[src/rtl/rzwarp_pkg.sv]
package rzwarp_pkg;

  localparam int FrameWidth  = 320;
  localparam int FrameHeight = 240;

  localparam logic [2:0] RegZoom   = 3'd0;
  localparam logic [2:0] RegCos    = 3'd1;
  localparam logic [2:0] RegSin    = 3'd2;
  localparam logic [2:0] RegDamp   = 3'd3;
  localparam logic [2:0] RegCx     = 3'd4;
  localparam logic [2:0] RegCy     = 3'd5;
  localparam logic [2:0] RegAspect = 3'd6;
  localparam logic [2:0] RegWtotal = 3'd7;

  typedef struct packed {
    logic [8:0] pixel_x;
    logic [7:0] pixel_y;
    logic       map_start;
  } in_item_t;

  typedef struct packed {
    logic [7:0]         weight_top_left;
    logic [7:0]         weight_top_right;
    logic [7:0]         weight_bottom_left;
    logic [7:0]         weight_bottom_right;
    logic signed [19:0] offset_delta;
  } out_item_t;

  typedef struct packed {
    logic [15:0]        zoom_scale;
    logic signed [15:0] rotation_cosine;
    logic signed [15:0] rotation_sine;
    logic [15:0]        damping_factor;
    logic [12:0]        center_x_pos;
    logic [11:0]        center_y_pos;
    logic [14:0]        aspect_ratio;
    logic [7:0]         weight_total;
  } cfg_t;

  typedef enum logic [4:0] {
    OpLoad, OpDx, OpDy, OpNx1, OpNx2, OpNy1, OpNy2, OpSx, OpSy, OpDivStart,
    OpDivWait, OpBx, OpBy, OpWts, OpWtl, OpWtr, OpWbl, OpWbr, OpOff
  } op_e;

  typedef enum logic [1:0] {StIdle, StRun, StDiv, StOut} state_e;

  typedef struct packed {
    logic load;
    op_e  op;
  } cmd_t;

  typedef struct packed {
    logic div_done;
  } sts_t;

endpackage

[src/rtl/rzwarp_ctrl.sv]
module rzwarp_ctrl (
  input  logic             clk_i,
  input  logic             rst_ni,
  input  logic             in_valid_i,
  output logic             in_ready_o,
  output logic             out_valid_o,
  input  logic             out_ready_i,
  input  rzwarp_pkg::sts_t sts_i,
  output rzwarp_pkg::cmd_t cmd_o
);
  rzwarp_pkg::state_e state_q, state_d;
  rzwarp_pkg::op_e    op_q, op_d;

  always_ff @(posedge clk_i or negedge rst_ni) begin
    if (!rst_ni) begin
      state_q <= rzwarp_pkg::StIdle;
      op_q    <= rzwarp_pkg::OpLoad;
    end else begin
      state_q <= state_d;
      op_q    <= op_d;
    end
  end

  always_comb begin
    state_d     = state_q;
    op_d        = op_q;
    in_ready_o  = 1'b0;
    out_valid_o = 1'b0;
    cmd_o       = '{load: 1'b0, op: op_q};
    case (state_q)
      rzwarp_pkg::StIdle: begin
        in_ready_o = 1'b1;
        if (in_valid_i) begin
          cmd_o.load = 1'b1;
          state_d    = rzwarp_pkg::StRun;
          op_d       = rzwarp_pkg::OpDx;
        end
      end
      rzwarp_pkg::StRun: begin
        case (op_q)
          rzwarp_pkg::OpDivStart: begin
            op_d = rzwarp_pkg::OpDivWait;
            state_d = rzwarp_pkg::StDiv;
          end
          // park on a no-op so the offset step runs only once
          rzwarp_pkg::OpOff: begin
            state_d = rzwarp_pkg::StOut;
            op_d    = rzwarp_pkg::OpLoad;
          end
          default: op_d = rzwarp_pkg::op_e'(op_q + 5'd1);
        endcase
      end
      rzwarp_pkg::StDiv: begin
        if (sts_i.div_done) begin
          state_d = rzwarp_pkg::StRun;
          op_d    = rzwarp_pkg::OpBx;
        end
      end
      rzwarp_pkg::StOut: begin
        out_valid_o = 1'b1;
        if (out_ready_i) state_d = rzwarp_pkg::StIdle;
      end
      default: state_d = rzwarp_pkg::StIdle;
    endcase
  end
endmodule

[config.mk]
export PLATFORM = sky130hd
export DESIGN_NAME = rzwarp_ctrl
export DESIGN_NICKNAME = d
export VERILOG_FILES = /design/src/rtl/rzwarp_pkg.sv /design/src/rtl/rzwarp_ctrl.sv
export SDC_FILE = /design/constraint.sdc
export NUM_CORES = 1
export LEC_CHECK = 0
export BUFFER_PORTS_ARGS = -buffer_cell sky130_fd_sc_hd__buf_2
export CAP_MARGIN = 20
export CORE_AREA = 3 3 40 42
export DETAILED_ROUTE_END_ITERATION = 7
export DIE_AREA = 0 0 43 45
export PLACE_DENSITY = 0.62
export SLEW_MARGIN = 20
export SYNTH_ARGS = -nofsm -noshare
export SYNTH_HDL_FRONTEND = slang
export SYNTH_SLANG_ARGS = --single-unit
[constraint.sdc]
create_clock -name clk_i -period 2.05 [get_ports clk_i]
set_clock_uncertainty 0.05 [all_clocks]
set_input_delay 0.3075 -clock clk_i [delete_from_list [all_inputs] [get_ports clk_i]]
set_output_delay 0.3075 -clock clk_i [all_outputs]
set_load 0.005 [all_outputs]
==> results.sh <==
export IMPL_end_kind="flip-flop"
export IMPL_yosys_warnings=0
export IMPL_core_um2=1280
export IMPL_grt_util_all_layers_pct=14.3
export IMPL_hpwl_um=929
export IMPL_r2r_cells=5
export IMPL_start_util_pct=44.2
export IMPL_power_total_uw=771
export IMPL_avgViaCountPerCell=5.42
export IMPL_p_seq_share_pct=30.8
export IMPL_max_stage_delay_ps=430
export IMPL_crit_family="compound AO/OA/AOI/OAI gates"
export IMPL_grt_max_degree=10
export IMPL_worst_slack_ps=301
export IMPL_leakage_uw=0.000368
export IMPL_die_w_um=43
export IMPL_grt_busiest_layer="met2"
export IMPL_syn_num_nets=72
export IMPL_netlist_cell_type_count=29
export IMPL_path_buf_inv=1
export IMPL_dieArea_um2=1940
export IMPL_clk_pin_slew_ps=50
export IMPL_vias=488
export IMPL_syn_inst=59
export IMPL_drc_errors=0
export IMPL_path_depth=5
export IMPL_antenna_found_initial=0
export IMPL_dpl_cell_count=85
export IMPL_placement_io_buffers=12
export IMPL_status="completed"
export IMPL_crit_required_ps=2130
export IMPL_io_pins=13
export IMPL_fin_crit_sh_pct=85.3
export IMPL_num_antenna_cells=0
export IMPL_final_cell_area_um2=678
export IMPL_postSynthAreaPerCell_um2=9.63
export IMPL_hp_class="in2async"
export IMPL_grt_pass1_wl_um=2010
export IMPL_place_ws_ps=318
export IMPL_synth_area_leaders="dfrtp_1 31%, ha_1 18%, inv_1 5.3%"
export IMPL_syn_area_um2=568
export IMPL_drt_total_wl_um=1160
export IMPL_yosysSeqAreaShare_pct=30.8
export IMPL_post_cts_setup_buffer_count=0
export IMPL_switching_share_pct=42.9
export IMPL_cts_tree="built"
export IMPL_nets=89
export IMPL_wl_per_cell_um=12.8
export IMPL_crit_path_max_fanout=6
export IMPL_slew_viol_final=0
export IMPL_dieHeight_um=45
export IMPL_drive_gt1_share_pct=25.3
export IMPL_insertion_delay_ps=240
export IMPL_first_global_vias=470
export IMPL_globalRouteMet2Util_pct=22.8
export IMPL_drtAntennaViolNets=0
export IMPL_timing_fmax_mhz=572
export IMPL_max_slew_margin_rel_pct=74.7
export IMPL_cts_buffers=3
export IMPL_hold_viol=0
export IMPL_root_buffer="clkbuf_4"
export IMPL_setup_viol=0
export IMPL_htreeDepth=1
export IMPL_cp_start_kind="flip-flop"
export IMPL_slowest_stage="a221o_1"
export IMPL_area_growth_pct=19.4
export IMPL_yosysTopAreaCell="dfrtp_1"
export IMPL_drv_cap=0
export IMPL_worstPathArrival_ps=1830
export IMPL_ys_seq_elements=7
export IMPL_pwr_share_comb_pct=54.0
export IMPL_peakVddDrop_mv=0.486
export IMPL_rsz0062_at_grt="false"
export IMPL_fin_setup_tns_ps=0
export IMPL_powerDensity_nw_per_um2=1140
export IMPL_critical_path_class="reg2reg"
export IMPL_clock_path_buffers=2
export IMPL_synth_top_area_share_pct=30.8
export IMPL_cts_sinks=7
export IMPL_tightest_slew_ps=379
export IMPL_grt_met1_usage_pct=18.8
export IMPL_p_int_uw=440
export IMPL_p_sw_uw=330
export IMPL_row_count=13
export IMPL_dr_pass1_iters=4
export IMPL_grt_use_met3_pct=1.20
export IMPL_final_cells=90
export IMPL_finalCriticalPeriod_ps=1750
export IMPL_drt_initial_drc_count=15
export IMPL_power_frac_clock_pct=15.2
export IMPL_crit_path_cell_trace="inv_1, ha_1, a221o_1, a41o_1, a21o_1"
export IMPL_gp_congestion=0.873
export IMPL_placed_cell_area_um2=642
export IMPL_overflow=0
-- stage by stage --
stage,util [%],hold slack (ps)
final,52.8,368
after global routing,52.8,384
after CTS,52.8,360
after detailed placement,50.0,91.4
after global placement,50.0,93.8
after floorplan,-,-38.1
-- flip-flops by register name, indices dropped and copies added, names as in the netlist --
signal,cells
state_q,2
op_q,5
-- logic make-up (layout without fill, tap and decap cells) --
kind of cell / count (synthesis) / after routing / share of synthesized area [%]
compound gates: 19 / 19 / 26.0
flops: 7 / 7 / 30.8
buf+inv: 10 / 26 / 6.83
fa+ha+maj: 8 / 8 / 17.6
simple gates: 15 / 15 / 18.7
-- power by group through the flow --
stage                     logic [uW]  clock network (uW)  registers (uW)
final                            416                 117             237
after global routing             479                 132             244
after CTS                        418                 124             235
after detailed placement         414                   0             237
after global placement           409                   0             239
after floorplan                  303                   0             229
-- worst paths after layout --
kind | from | to | slack [ps]
setup / recovery | state_q[0] | op_q[4] | 300
hold / removal | rst_ni | op_q[0] | 370
setup reg to reg | state_q[0] | op_q[4] | 300
hold reg to reg | op_q[4] | op_q[4] | 540
max in group asynchronous | rst_ni | op_q[2] | 1440
min in group clk_i | in_valid_i | op_q[0] | 450
-- cell type report --
type | instances | area [um^2]
Inverter | 9 | 33.8
Tap cell | 15 | 18.8
Multi-Input combinational cell | 42 | 354
Timing Repair Buffer | 13 | 70.1
Clock buffer | 4 | 26.3
Sequential cell | 7 | 175
Fill cell | 123 | 607
-- synthesized netlist by cell type, drive strengths merged --
library cell,instances
a211o,1
a21o,1
a21oi,1
a221o,2
a221oi,1
a22o,1
a31oi,1
a41o,1
a41oi,2
and2,1
and4bb,1
buf,1
dfrtp,7
ha,8
inv,9
nand2,2
nand3,2
nand4bb,1
nor2,2
nor2b,4
nor4,2
o211a,1
o21a,1
o21ai,5
o22ai,1
-- timing repair --
action                    in CTS  in global routing
hold endpoints to repair       7                  0
hold buffers                   1                  0
resized for setup              0                  0
-- routing by layer --
| layer | vias to the layer above | part of all wire [%] |
|---|---|---|
| met5 | - | 0 |
| met4 | 0 | 0 |
| met3 | 0 | 4.0 |
| met2 | 11 | 49 |
| met1 | 229 | 47 |
| li1 | 248 | - |
-- cell usage in the layout, fill, tap and decap left out --
cell           count
clkbuf_4           3
dfrtp_1            7
o21ai_0            2
a41o_1             1
o211a_1            1
o21ai_1            3
o21a_1             1
nor2b_1            3
nor4_2             1
clkbuf_1           1
a41oi_1            2
inv_1              8
a211o_1            1
and2_1             1
o22ai_1            1
nor2b_4            1
a221o_1            2
nand4bb_1          1
and4bb_1           1
nand3_1            2
ha_1               8
nand2_1            2
nor4_1             1
nor2_1             2
inv_2              1
a21o_1             1
a22o_1             1
a221oi_2           1
a21oi_1            1
dlygate4sd3_1      1
a31oi_1            1
buf_2             12
Power figures use the tool's default switching activity.
